### config.mk
export PLATFORM = sky130hd
export DESIGN_NAME = improv_serial_frame_parser
export DESIGN_NICKNAME = d
export VERILOG_FILES = /design/src/ifp_pkg.sv /design/src/ifp_step.sv /design/src/ifp_out_buf.sv /design/src/improv_serial_frame_parser.sv
export SDC_FILE = /design/constraint.sdc
export NUM_CORES = 1
export LEC_CHECK = 0
export ABC_CLOCK_PERIOD_IN_PS = 4500
export BUFFER_PORTS_ARGS = -buffer_cell sky130_fd_sc_hd__buf_2
export CAP_MARGIN = 25
export CORE_AREA = 2 2 150 79
export CTS_BUF_LIST = sky130_fd_sc_hd__clkbuf_4 sky130_fd_sc_hd__clkbuf_8
export CTS_CLUSTER_SIZE = 10
export DETAILED_ROUTE_END_ITERATION = 16
export DIE_AREA = 0 0 152 81
export PLACE_DENSITY = 0.79
export SLEW_MARGIN = 10
export SYNTH_ARGS = -nofsm -noshare
export SYNTH_HDL_FRONTEND = slang
export SYNTH_SLANG_ARGS = --single-unit
### constraint.sdc
create_clock -name i_clk -period 4.5 [get_ports i_clk]
set_input_delay 0.225 -clock i_clk [delete_from_list [all_inputs] [get_ports i_clk]]
set_output_delay 0.225 -clock i_clk [all_outputs]
set_load 0.005 [all_outputs]
### src/ifp_pkg.sv
// Types, codes and constants of the serial frame parser.
`default_nettype none

package ifp_pkg;

    // Parser phase: header positions, then version, type, length, payload, checksum.
    typedef enum logic [3:0] {
        PH_HDR0    = 4'd0,
        PH_HDR1    = 4'd1,
        PH_HDR2    = 4'd2,
        PH_HDR3    = 4'd3,
        PH_HDR4    = 4'd4,
        PH_HDR5    = 4'd5,
        PH_VERSION = 4'd6,
        PH_TYPE    = 4'd7,
        PH_LENGTH  = 4'd8,
        PH_PAYLOAD = 4'd9,
        PH_CHECK   = 4'd10
    } t_phase;

    // Frame status reported with the checksum word.
    typedef enum logic [2:0] {
        ST_NONE      = 3'd0,
        ST_SET_WIFI  = 3'd1,
        ST_DEV_INFO  = 3'd2,
        ST_UNKNOWN   = 3'd3,
        ST_EMPTY     = 3'd4,
        ST_OTHER     = 3'd5,
        ST_BAD_CHECK = 3'd6
    } t_status;

    localparam logic [7:0] TYPE_RPC        = 8'h03;
    localparam logic [7:0] CMD_SET_WIFI    = 8'h01;
    localparam logic [7:0] CMD_DEVICE_INFO = 8'h02;
    localparam logic [7:0] CHAR_I          = 8'h49;

    // Parser state carried from word to word.
    typedef struct packed {
        t_phase     phase;
        logic [7:0] run_xor;
        logic [7:0] length;
        logic [7:0] count;
        logic [7:0] kind;
        logic [7:0] command;
    } t_state;

    // One result word.
    typedef struct packed {
        logic       payload_valid;
        logic [7:0] payload_byte;
        logic [7:0] payload_index;
        logic       frame_done;
        t_status    frame_status;
        logic [7:0] frame_kind;
        logic [7:0] rpc_command;
        logic [7:0] frame_length;
    } t_result;

    localparam t_state STATE_RESET = '{
        phase:   PH_HDR0,
        run_xor: 8'h00,
        length:  8'h00,
        count:   8'h00,
        kind:    8'h00,
        command: 8'h00
    };

    // Expected header character at a given match position ("IMPROV").
    function automatic logic [7:0] hdr_char(input logic [2:0] pos);
        logic [7:0] c;
        begin
            unique case (pos)
                3'd0:    c = 8'h49;
                3'd1:    c = 8'h4D;
                3'd2:    c = 8'h50;
                3'd3:    c = 8'h52;
                3'd4:    c = 8'h4F;
                3'd5:    c = 8'h56;
                default: c = 8'h00;
            endcase
            return c;
        end
    endfunction

endpackage

`default_nettype wire

### src/ifp_step.sv
// Next-state and result logic for one received word of the frame parser.
`default_nettype none

module ifp_step
    import ifp_pkg::*;
(
    input  t_state     i_state,
    input  logic [7:0] i_byte,
    output t_state     o_state,
    output t_result    o_result
);

    logic [7:0] w_xor;
    logic [7:0] w_count_inc;

    assign w_xor       = i_state.run_xor ^ i_byte;
    assign w_count_inc = i_state.count + 8'd1;

    always_comb begin
        o_state  = i_state;
        o_result = '0;
        unique case (i_state.phase)
            // Header hunt; a mismatch restarts, at position one on an 'I'.
            PH_HDR0, PH_HDR1, PH_HDR2, PH_HDR3, PH_HDR4, PH_HDR5: begin
                if (i_byte == hdr_char(i_state.phase[2:0])) begin
                    o_state.run_xor = w_xor;
                    o_state.phase   = t_phase'(i_state.phase + 4'd1);
                end else if (i_byte == CHAR_I) begin
                    o_state.run_xor = i_byte;
                    o_state.phase   = PH_HDR1;
                end else begin
                    o_state.run_xor = 8'h00;
                    o_state.phase   = PH_HDR0;
                end
            end
            PH_VERSION: begin
                o_state.run_xor = w_xor;
                o_state.phase   = PH_TYPE;
            end
            PH_TYPE: begin
                o_state.run_xor = w_xor;
                o_state.kind    = i_byte;
                o_state.phase   = PH_LENGTH;
            end
            PH_LENGTH: begin
                o_state.run_xor = w_xor;
                o_state.length  = i_byte;
                o_state.count   = 8'h00;
                o_state.command = 8'h00;
                o_state.phase   = (i_byte == 8'h00) ? PH_CHECK : PH_PAYLOAD;
            end
            // Payload words leave at once, before the checksum is known.
            PH_PAYLOAD: begin
                o_state.run_xor        = w_xor;
                o_result.payload_valid = 1'b1;
                o_result.payload_byte  = i_byte;
                o_result.payload_index = i_state.count;
                if (i_state.count == 8'h00) begin
                    o_state.command = i_byte;
                end
                o_state.count = w_count_inc;
                if (w_count_inc == i_state.length) begin
                    o_state.phase = PH_CHECK;
                end
            end
            // Checksum word: classify the frame and restart the hunt.
            PH_CHECK: begin
                o_result.frame_done   = 1'b1;
                o_result.frame_kind   = i_state.kind;
                o_result.rpc_command  = i_state.command;
                o_result.frame_length = i_state.length;
                if (i_byte != i_state.run_xor) begin
                    o_result.frame_status = ST_BAD_CHECK;
                end else if (i_state.kind != TYPE_RPC) begin
                    o_result.frame_status = ST_OTHER;
                end else if (i_state.length == 8'h00) begin
                    o_result.frame_status = ST_EMPTY;
                end else if (i_state.command == CMD_SET_WIFI) begin
                    o_result.frame_status = ST_SET_WIFI;
                end else if (i_state.command == CMD_DEVICE_INFO) begin
                    o_result.frame_status = ST_DEV_INFO;
                end else begin
                    o_result.frame_status = ST_UNKNOWN;
                end
                o_state.run_xor = 8'h00;
                o_state.phase   = PH_HDR0;
            end
            // Unused phase codes act as header position zero.
            default: begin
                if (i_byte == CHAR_I) begin
                    o_state.run_xor = i_byte;
                    o_state.phase   = PH_HDR1;
                end else begin
                    o_state.run_xor = 8'h00;
                    o_state.phase   = PH_HDR0;
                end
            end
        endcase
    end

endmodule

`default_nettype wire

### src/ifp_out_buf.sv
// Output register with a skid stage for the result words of the frame parser.
`default_nettype none

module ifp_out_buf
    import ifp_pkg::*;
(
    input  logic    i_clk,
    input  logic    i_rst_n,
    input  logic    i_wr,
    input  t_result i_data,
    output logic    o_full,
    output logic    o_valid,
    input  logic    i_stall,
    output t_result o_data
);

    logic    r_out_valid;
    logic    r_skid_valid;
    t_result r_out;
    t_result r_skid;
    logic    w_out_free;

    // The output register can take a word when empty or being read this cycle.
    assign w_out_free = !r_out_valid || !i_stall;

    // Control state.
    always_ff @(posedge i_clk) begin
        if (!i_rst_n) begin
            r_out_valid  <= 1'b0;
            r_skid_valid <= 1'b0;
        end else if (w_out_free) begin
            r_out_valid  <= r_skid_valid || i_wr;
            r_skid_valid <= 1'b0;
        end else if (i_wr) begin
            r_skid_valid <= 1'b1;
        end
    end

    // Payload registers.
    always_ff @(posedge i_clk) begin
        if (w_out_free) begin
            r_out <= r_skid_valid ? r_skid : i_data;
        end
        if (!w_out_free && i_wr) begin
            r_skid <= i_data;
        end
    end

    assign o_full  = r_skid_valid;
    assign o_valid = r_out_valid;
    assign o_data  = r_out;

endmodule

`default_nettype wire

### src/improv_serial_frame_parser.sv
// Top level of the serial frame parser: state registers, step logic, output buffer.
//
//  Channel | Direction | Handshake           | Word
//  --------+-----------+---------------------+----------------------------------------
//  input   | in        | i_valid / o_stall   | i_rx_byte
//  output  | out       | o_valid / i_stall   | payload, index, done, status, kind, ...
//
// Every received word gives exactly one result word, which is registered in the output buffer.
// The parser takes one word per cycle; the rate is set by the output register and
// its skid stage, which stalls the input only when both hold a word.
// Reset is synchronous and active low; it returns the parser to the start of the
// header hunt and empties the output stages.
`default_nettype none

module improv_serial_frame_parser
    import ifp_pkg::*;
(
    input  logic       i_clk,
    input  logic       i_rst_n,
    input  logic       i_valid,
    output logic       o_stall,
    input  logic [7:0] i_rx_byte,
    output logic       o_valid,
    input  logic       i_stall,
    output logic       o_payload_valid,
    output logic [7:0] o_payload_byte,
    output logic [7:0] o_payload_index,
    output logic       o_frame_done,
    output logic [2:0] o_frame_status,
    output logic [7:0] o_frame_kind,
    output logic [7:0] o_rpc_command,
    output logic [7:0] o_frame_length
);

    t_state  r_state;
    t_state  n_state;
    t_result w_result;
    t_result w_out;
    logic    w_full;
    logic    w_accept;

    assign o_stall  = w_full;
    assign w_accept = i_valid && !w_full;

    ifp_step u_step (
        .i_state  (r_state),
        .i_byte   (i_rx_byte),
        .o_state  (n_state),
        .o_result (w_result)
    );

    // Parser state advances on every accepted word.
    always_ff @(posedge i_clk) begin
        if (!i_rst_n) begin
            r_state <= STATE_RESET;
        end else if (w_accept) begin
            r_state <= n_state;
        end
    end

    ifp_out_buf u_out_buf (
        .i_clk   (i_clk),
        .i_rst_n (i_rst_n),
        .i_wr    (w_accept),
        .i_data  (w_result),
        .o_full  (w_full),
        .o_valid (o_valid),
        .i_stall (i_stall),
        .o_data  (w_out)
    );

    assign o_payload_valid = w_out.payload_valid;
    assign o_payload_byte  = w_out.payload_byte;
    assign o_payload_index = w_out.payload_index;
    assign o_frame_done    = w_out.frame_done;
    assign o_frame_status  = w_out.frame_status;
    assign o_frame_kind    = w_out.frame_kind;
    assign o_rpc_command   = w_out.rpc_command;
    assign o_frame_length  = w_out.frame_length;

endmodule

`default_nettype wire

Word-level counts from Yosys, hierarchy flattened
Cells that the tools add are included. Widths: inputs -> output; s select.

Register bits: 136. Input port bits: 12. Output and inout port bits: 47. Word-level logic and storage cells: 91.

Add/sub/neg operators: 2. Equality and inequality tests: 24. Mux-type cells: 18. Bitwise operators: 2. Reduce and logical (&&, ||, !) cells: 21.

Operators with widths (number): $pmux 12 s6 (1); $mux 45 (1); $pmux 7 s6 (1); $pmux 8 s2 (2); $mux 28 (1); $logic_not 8->1 (3); $mux 17 (1); $eq 4x3->1 const B (4); $eq 8x8->1 (2); $mux 8 (2); $eq 4x4->1 const B (3); $mux 12 (1); $mux 3 (4); $mux 9 (1); $add 8x1->8 const B (1); $eq 4x2->1 const B (2); $eq 8x1->1 const B (1); $eq 8x2->1 const B (1); $eq 8x7->1 const B (1); $ne 8x2->1 const B (1); $ne 8x8->1 (1); $reduce_and 2->1 (4); $xor 8x8->8 (1); $eq 3x2->1 const B (2); 18 further kinds (25).

Logic depth before layout (Yosys ltp)
Gate-level depths: netlist of the first run.

Word-level depth: 8. Gate-level depth with buffers: 10. Depth with buffers taken out: 9.

By module
A second synthesis of the first run with hierarchy kept.

Cell total of the unflattened synthesis: 603. Area total of the unflattened synthesis: 7120.6 µm².

By module, submodules not included: ifp_out_buf (instances 1, cells each 147, area an instance 3528.4 µm², sequential area each 2742.6 µm²); improv_serial_frame_parser (instances 1, cells each 192, area an instance 1829.3 µm², sequential area each 880.8 µm²); ifp_step (instances 1, cells each 264, area an instance 1762.9 µm², sequential area each 0.0 µm²).

Least setup slack after synthesis of the first run
Ideal clock, no wire load.

Path kind: register to register. Start: register u_out_buf.r_out_valid (netlist: u_out_buf.o_valid). End: register u_out_buf.r_skid[0] (netlist name), enable pin. Library setup time: 0.448 ns. Arrival: 3.403 ns. Required time: 4.052 ns. Setup slack: 0.649 ns. Stages on the path, launching flop included: 3. Path buffers: 0. Clock period less this slack: 3.851 ns. Path through: dfxtp_1 -> nand2_1 -> nor2_1.

Longest elaborated chain between the ends: 4.

RTL lines: start: declaration (line ifp_out_buf.sv:17) `logic r_out_valid;`; start signal: assignment (line ifp_out_buf.sv:32) `r_out_valid <= r_skid_valid || i_wr;`; $logic_not 1->1 (line ifp_out_buf.sv:24) `assign w_out_free = !r_out_valid || !i_stall;`; $logic_or 1x1->1 (line ifp_out_buf.sv:24); net u_out_buf.w_out_free (line ifp_out_buf.sv:21) `logic w_out_free;`; $logic_not 1->1 (line ifp_out_buf.sv:44) `if (!w_out_free && i_wr) begin`; $logic_and 1x1->1 (line ifp_out_buf.sv:44); end signal: assignment (line ifp_out_buf.sv:45) `r_skid <= i_data;`; end: declaration (line ifp_out_buf.sv:20) `t_result r_skid;`.

The timed path passes the listed nets, and every way through them passes these cells. A chain may end at the register's enable or synchronous reset.

Worst setup path after layout of the first run
Start: register r_state[41] (netlist name). End: register r_state[21] (netlist name).

Longest elaborated chain between the ends: 3. Elaborated cells between the ends (all ways): 5. Classes of those cells: 2 x eq/ne; 1 x mux; 2 x reduce/logical.

RTL lines: start: declaration (line improv_serial_frame_parser.sv:35) `t_state r_state;`; start signal: assignment (line improv_serial_frame_parser.sv:57) `r_state <= n_state;`; $eq 4x4->1 (line ifp_step.sv:22) `unique case (i_state.phase)`; $reduce_bool 2->1 (no source line); $reduce_and 2->1 (no source line).

Several ways; a longest one is shown, not always the timed one.

==> flow_summary_export.csv, run 1 <==
group,metric,value,unit
status,outcome,"complete, no violations",
placement,numPortBuffers,58,
yosys,synthCells,545,
sta,finalSetupViolations,0,
floorplan,rows,28,
clock_network,worstSkewPairLatency,450,ps
route,drt_iter0_drc,561,
yosys,ys_seq_area_share,56.5,%
setup_path,critPathMaxStageDelay,680,ps
power_and_ir_drop,irDropWorstVdd,0.207,mV
yosys,postSynthAreaPerCell,11.8,um2
power_and_ir_drop,p_leak,2.86,nW
sta,drv_slew,0,
sta,worst_pin_slew,807,ps
clock_network,ctsResizeCount,0,
clock_network,clockBufferDepth,2,
route,wl,14.4,mm
clock_network,clk_pin_slew,80,ps
final_layout,final_nets,609,
yosys,ys_ff_latch,136,
floorplan,die_x,152,um
yosys,synth.net_count,564,
route,drt-wirelength-per-cell,19.1,um
sta,fin_crit,2780,ps
clock_network,cts_hold_buf,0,
route,drc_errors,0,
setup_path,crit_chain,"inv_1 -> ha_1 -> nand2_2 -> nor2_1 -> nor2_1 -> o21ai_0 -> o21ai_0 -> and2_1",
yosys,yosys-top-cells-area,"edfxtp_1, dfxtp_1, mux2_2",
sta,grt_setup_unrepaired,"no",
setup_path,crit_fanout,21,
floorplan,ios,59,
clock_network,cts_htree_levels,4,
setup_path,cp_num_buf_inv,1,
final_layout,areaGrowthSynthToFinish,12.0,%
route,vias_per_cell,5.90,
setup_path,critPathLaunchType,"flip-flop",
placement,gp_congestion,0.923,
grt,grt_use_total,24.6,%
sta,max_freq,359,MHz
yosys,synth-async-reset-ratio,0,%
route,dr.pass1.iters,6,
sta,max_slew_margin,45.7,%
setup_path,worstPathRequired,4840,ps
floorplan,dieArea,12300,um2
grt,grt_pass1_vias,4115,
sta,fin_crit_sh,61.9,%
final_layout,antenna_cells,0,
floorplan,initial_utilization,57.1,%
clock_network,cts_root_buf,"clkbuf_8",
yosys,syn_area,6420,um2
sta,hold_violations,0,
sta,fin_skew,13.3,ps
clock_network,cts_setup_buffers,0,
route,vias,4444,
placement,pre_cts_slack,1790,ps
final_layout,drive_gt1_share,25.9,%
floorplan,die_h,81,um
yosys,yosysWarnings,0,
grt,grt_pass1_wl,23.1,mm
yosys,synth_top_area_share,42.1,%
setup_path,timing.rr.start,"r_state[41]",
yosys,synth_top_area_cell,"edfxtp_1",
worst_hold_path,hold_class,"in -> reg",
grt,overflow,0,
grt,grt_antenna_before_repair,0,
yosys,synth_top_flop_cell,"edfxtp_1",
grt,grt_max_degree,55,
clock_network,cts_buffers,17,
clock_network,tritoncts,"yes",
worst_hold_path,min_from,"i_valid",
power_and_ir_drop,power_density,360,nW/um2
clock_network,cts_num_sinks,136,
setup_path,cp.arrival,3120,ps
setup_path,startpoint,"r_state[41]",
yosys,synth-edff-count,90,
setup_path,crit_slowest_cell,"ha_1",
yosys,synth_cell_types,68,
setup_path,crit_family,"simple AND/OR/NAND/NOR gates",
setup_path,cp-end-kind,"flip-flop",
placement,dp_hpwl,9.83,mm
sta,fin_tns_setup,0,ps
sta,layout_setup_ws,1720,ps
route,postRouteAntennaNets,0,
floorplan,coreArea,11200,um2
setup_path,critical_path_class,"reg -> reg",
job,drv_cap,0,
[registers in the layout, summed over array words and instances (netlist names)]
name,cells
u_out_buf.o_data,45
u_out_buf.r_skid,45
r_state,44
u_out_buf.o_full,1
u_out_buf.o_valid,1
[final timing paths]
path	to	slack, ps	cells after the start
setup / recovery	r_state[21]	1720	8
hold reg to reg	r_state[36]	510	1
hold / removal	u_out_buf.o_valid	140	3
setup reg to reg	r_state[21]	1720	8
[cell usage in the layout (no fill, tap or decap), drive strengths merged, types with 3 or more instances in the layout]
| cell type | count |
|---|---|
| a31oi | 4 |
| xor2 | 5 |
| nand3 | 6 |
| clkinvlp | 3 |
| nor3 | 6 |
| nand2b | 3 |
| a21o | 8 |
| o21ai | 32 |
| o31ai | 4 |
| nand2 | 39 |
| nor2b | 23 |
| buf | 64 |
| a22oi | 3 |
| inv | 15 |
| clkinv | 3 |
| clkbuf | 18 |
| mux2i | 20 |
| a21boi | 12 |
| mux2 | 40 |
| nor3b | 7 |
| a21oi | 15 |
| edfxtp | 90 |
| nor2 | 26 |
| ha | 7 |
| xnor2 | 16 |
| dfxtp | 46 |
| nor4 | 7 |
| nand4 | 4 |
| and3 | 40 |
[logic make-up (layout without fill, tap and decap cells)]
group           Yosys count  count (layout)  synth area share, %
fa+ha+maj                 7               7                 1.36
mux                      60              60                 10.1
simple gates            180             180                 16.2
buf+inv                  47             105                 3.35
flops                   136             136                 56.5
compound gates           94              94                 9.63
xor+xnor                 21              21                 2.87
[metrics by stage]
step / cells / utilization, % / total power, mW / cell area, um2 / hold slack, ps
detailed placement: 720 / 60.3 / 1.59 / 6780 / 497
finish: 753 / 63.9 / 2.59 / 7190 / 140
global placement: 719 / 60.1 / 1.58 / 6760 / 483
global route: 753 / 63.9 / 2.69 / 7190 / 158
CTS: 752 / 63.9 / 2.60 / 7180 / 119
floorplan: 545 / - / 1.53 / 6420 / 426
[worst min-delay path, stage by stage]
cell and delay [ps]:
buf_2 110, nor2_1 60, a21boi_0 140
[power breakdown]
group / internal [mW] / leakage [nW] / switching (mW) / total, mW
clock network: 0.512 / 0.198 / 0.512 / 1.02
logic: 0.0691 / 1.38 / 0.113 / 0.182
registers: 1.36 / 1.28 / 0.0173 / 1.38
[metal layers]
| layer | wire, um | share of wire (%) | GRT usage (%) |
|---|---|---|---|
| met5 | 0 | 0 | 0 |
| met4 | 138 | 0.96 | 8.04 |
| met1 | 7140 | 50 | 38.7 |
| met2 | 5800 | 40 | 32.5 |
| met3 | 1310 | 9.1 | 6.56 |
[final cells by class]
class	count	area (um2)
clock buffers	18	241
clock inverters	14	163
fillers	873	4060
inverters	9	33.8
multi-input cells	362	2590
flip-flops and latches	136	3620
well taps	150	188
repair buffers	64	348
[Yosys cell counts, types with 3 or more instances]
master and instances:
ha_1 7, clkbuf_1 23, nand2_1 37, a22oi_1 3, a31oi_1 3, buf_2 9
nor3b_1 7, xor2_1 5, buf_4 3, a21oi_1 15, nor3_1 6, nand2b_1 3
mux2i_1 20, o21ai_0 30, xnor2_1 16, inv_1 7, a21boi_0 11, nor4_1 6
and3_1 39, edfxtp_1 90, nand3_1 5, nor2b_1 22, nor2_1 23, a21o_1 8
mux2_2 40, nand4_1 4, dfxtp_1 46, o31ai_1 4
(Power assumes the default switching activity.)
==> run 2, diff against run 1 <==
Settings changed: ABC_CLOCK_PERIOD_IN_PS 4500 to 2700.
Clock period 4.5 ns to 2.7 ns, I/O delays scaled along.
==> run 2 against run 1 <==
Against the previous run: routed wire length up 0.54%; total power rose by 67%; sequential power rose by 67%; combinational power up 73%; largest power group unchanged.
==> flow_summary_export.csv, run 2 (synthesized netlist as in run 1, its figures left out) <==
group,metric,value,unit
final_layout,areaGrowthSynthToFinish,12.9,%
placement,dp_hpwl,9.84,mm
grt,grt_max_degree,48,
setup_path,cp-end-kind,"flip-flop",
setup_path,timing.rr.start,"r_state[40]",
setup_path,critical_path_class,"reg -> reg",
grt,grt_antenna_before_repair,0,
sta,layout_setup_ws,279,ps
power_and_ir_drop,irDropWorstVdd,0.328,mV
power_and_ir_drop,switching_share,24.8,%
clock_network,worstSkewPairLatency,440,ps
floorplan,ios,59,
floorplan,initial_utilization,57.1,%
sta,max_freq,413,MHz
final_layout,drive_gt1_share,26.9,%
clock_network,cts_htree_levels,4,
route,postRouteAntennaNets,0,
clock_network,cts_buffers,17,
route,vias,4499,
final_layout,antenna_cells,0,
route,drt_iter0_drc,536,
sta,max_slew_margin,52.3,%
clock_network,cts_num_sinks,136,
placement,dp_cells,727,
grt,grt_pass1_vias,4117,
sta,worst_pin_slew,716,ps
job,drv_cap,0,
power_and_ir_drop,p_switching,1.07,mW
final_layout,fillers,829,
sta,fin_crit_sh,89.7,%
clock_network,clk_pin_slew,80,ps
final_layout,stdcell_count,760,
sta,fin_crit,2420,ps
setup_path,startpoint,"r_state[40]",
floorplan,rows,28,
sta,drv_slew,0,
sta,fin_skew,10.0,ps
sta,fin_tns_setup,0,ps
worst_hold_path,min_from,"i_rx_byte[7]",
grt,grt_use_total,24.1,%
floorplan,die_h,81,um
final_layout,final_nets,616,
final_layout,layout_commonest_cell,"edfxtp_1",
final_layout,most-common-layout-cells,"edfxtp_1, buf_2, dfxtp_1",
power_and_ir_drop,p_int,3.25,mW
sta,grt_setup_unrepaired,"no",
power_and_ir_drop,power_density,597,nW/um2
clock_network,clockBufferDepth,2,
power_and_ir_drop,power_frac_seq,53.2,%
route,drt-wirelength-per-cell,19.0,um
setup_path,crit_fanout,10,
floorplan,dieArea,12300,um2
worst_hold_path,hold_class,"in -> reg",
clock_network,cts_root_buf,"clkbuf_8",
sta,hold_violations,0,
placement,numPortBuffers,58,
clock_network,tritoncts,"yes",
sta,finalSetupViolations,0,
route,wl,14.5,mm
floorplan,coreArea,11200,um2
setup_path,critPathLaunchType,"flip-flop",
setup_path,cp.arrival,2810,ps
power_and_ir_drop,clock_power_share,39.5,%
power_and_ir_drop,comb_power_share,7.2,%
floorplan,die_x,152,um
route,drc_errors,0,
grt,overflow,0,
power_and_ir_drop,p_leak,2.90,nW
route,vias_per_cell,5.92,
grt,grt_pass1_wl,22.7,mm
status,outcome,"complete, no violations",
placement,pre_cts_slack,232,ps
route,dr.pass1.iters,5,
setup_path,worstPathRequired,3090,ps
placement,gp_congestion,0.926,
-- run 2: timing repair --
action,in CTS,in global routing
hold endpoints to repair,1,0
hold buffers,1,0
setup buffers,0,0
setup endpoints to repair,0,5
resized for setup,0,2
-- run 2: layout make-up --
cell class                      instances  area [um2]  area share (%)
Clock buffer                           18         241            3.33
Clock inverter                         14         164            2.26
Inverter                                9        33.8           0.466
Multi-Input combinational cell        362        2590            35.7
Sequential cell                       136        3630            50.1
Tap cell                              150         188            2.59
Timing Repair Buffer                   71         403            5.56
-- run 2: worst paths after layout --
check / cells after the start / slack (ps) / endpoint
max: 9 / 280 / r_state[34]
min: 3 / 60 / r_state[31]
max reg2reg: 9 / 280 / r_state[34]
min reg2reg: 1 / 510 / r_state[39]
-- run 2: critical path: stages, from the launching register on --
cell and delay, ps:
dfxtp_1 410, inv_1 140, ha_1 330, xor2_1 180, a211oi_1 240, nand2_1 80, and4bb_4 380, o2111ai_4 220
nor3b_1 290, a21o_1 110
-- run 2: per-stage QoR --
| stage | total power, mW | cell area [um2] | hold WS (ps) | utilization, % |
|---|---|---|---|---|
| 6_report | 4.33 | 7250 | 62.0 | 64.4 |
| 5_1_grt | 4.48 | 7250 | 43.5 | 64.4 |
| 4_1_cts | 4.34 | 7240 | 43.2 | 64.4 |
| 3_5_place_dp | 2.66 | 6830 | 475 | 60.7 |
| 3_3_place_gp | 2.65 | 6830 | 469 | 60.7 |
| 2_1_floorplan | 2.55 | 6420 | 336 | - |
-- run 2: metal layers --
layer / global-route usage, % / vias up / routed length, um
li1: - / 2109 / -
met1: 35.9 / 2162 / 7110
met2: 34.3 / 209 / 5840
met3: 6.88 / 19 / 1300
met5: 0 / - / 0
met4: 7.01 / 0 / 223
-- run 2: power groups by stage --
| stage | combinational, mW | clock (mW) | sequential (mW) |
|---|---|---|---|
| final | 0.314 | 1.71 | 2.30 |
| after global routing | 0.342 | 1.83 | 2.31 |
| after CTS | 0.313 | 1.73 | 2.30 |
| after detailed placement | 0.309 | 0 | 2.35 |
| after global placement | 0.304 | 0 | 2.35 |
| after floorplan | 0.194 | 0 | 2.35 |
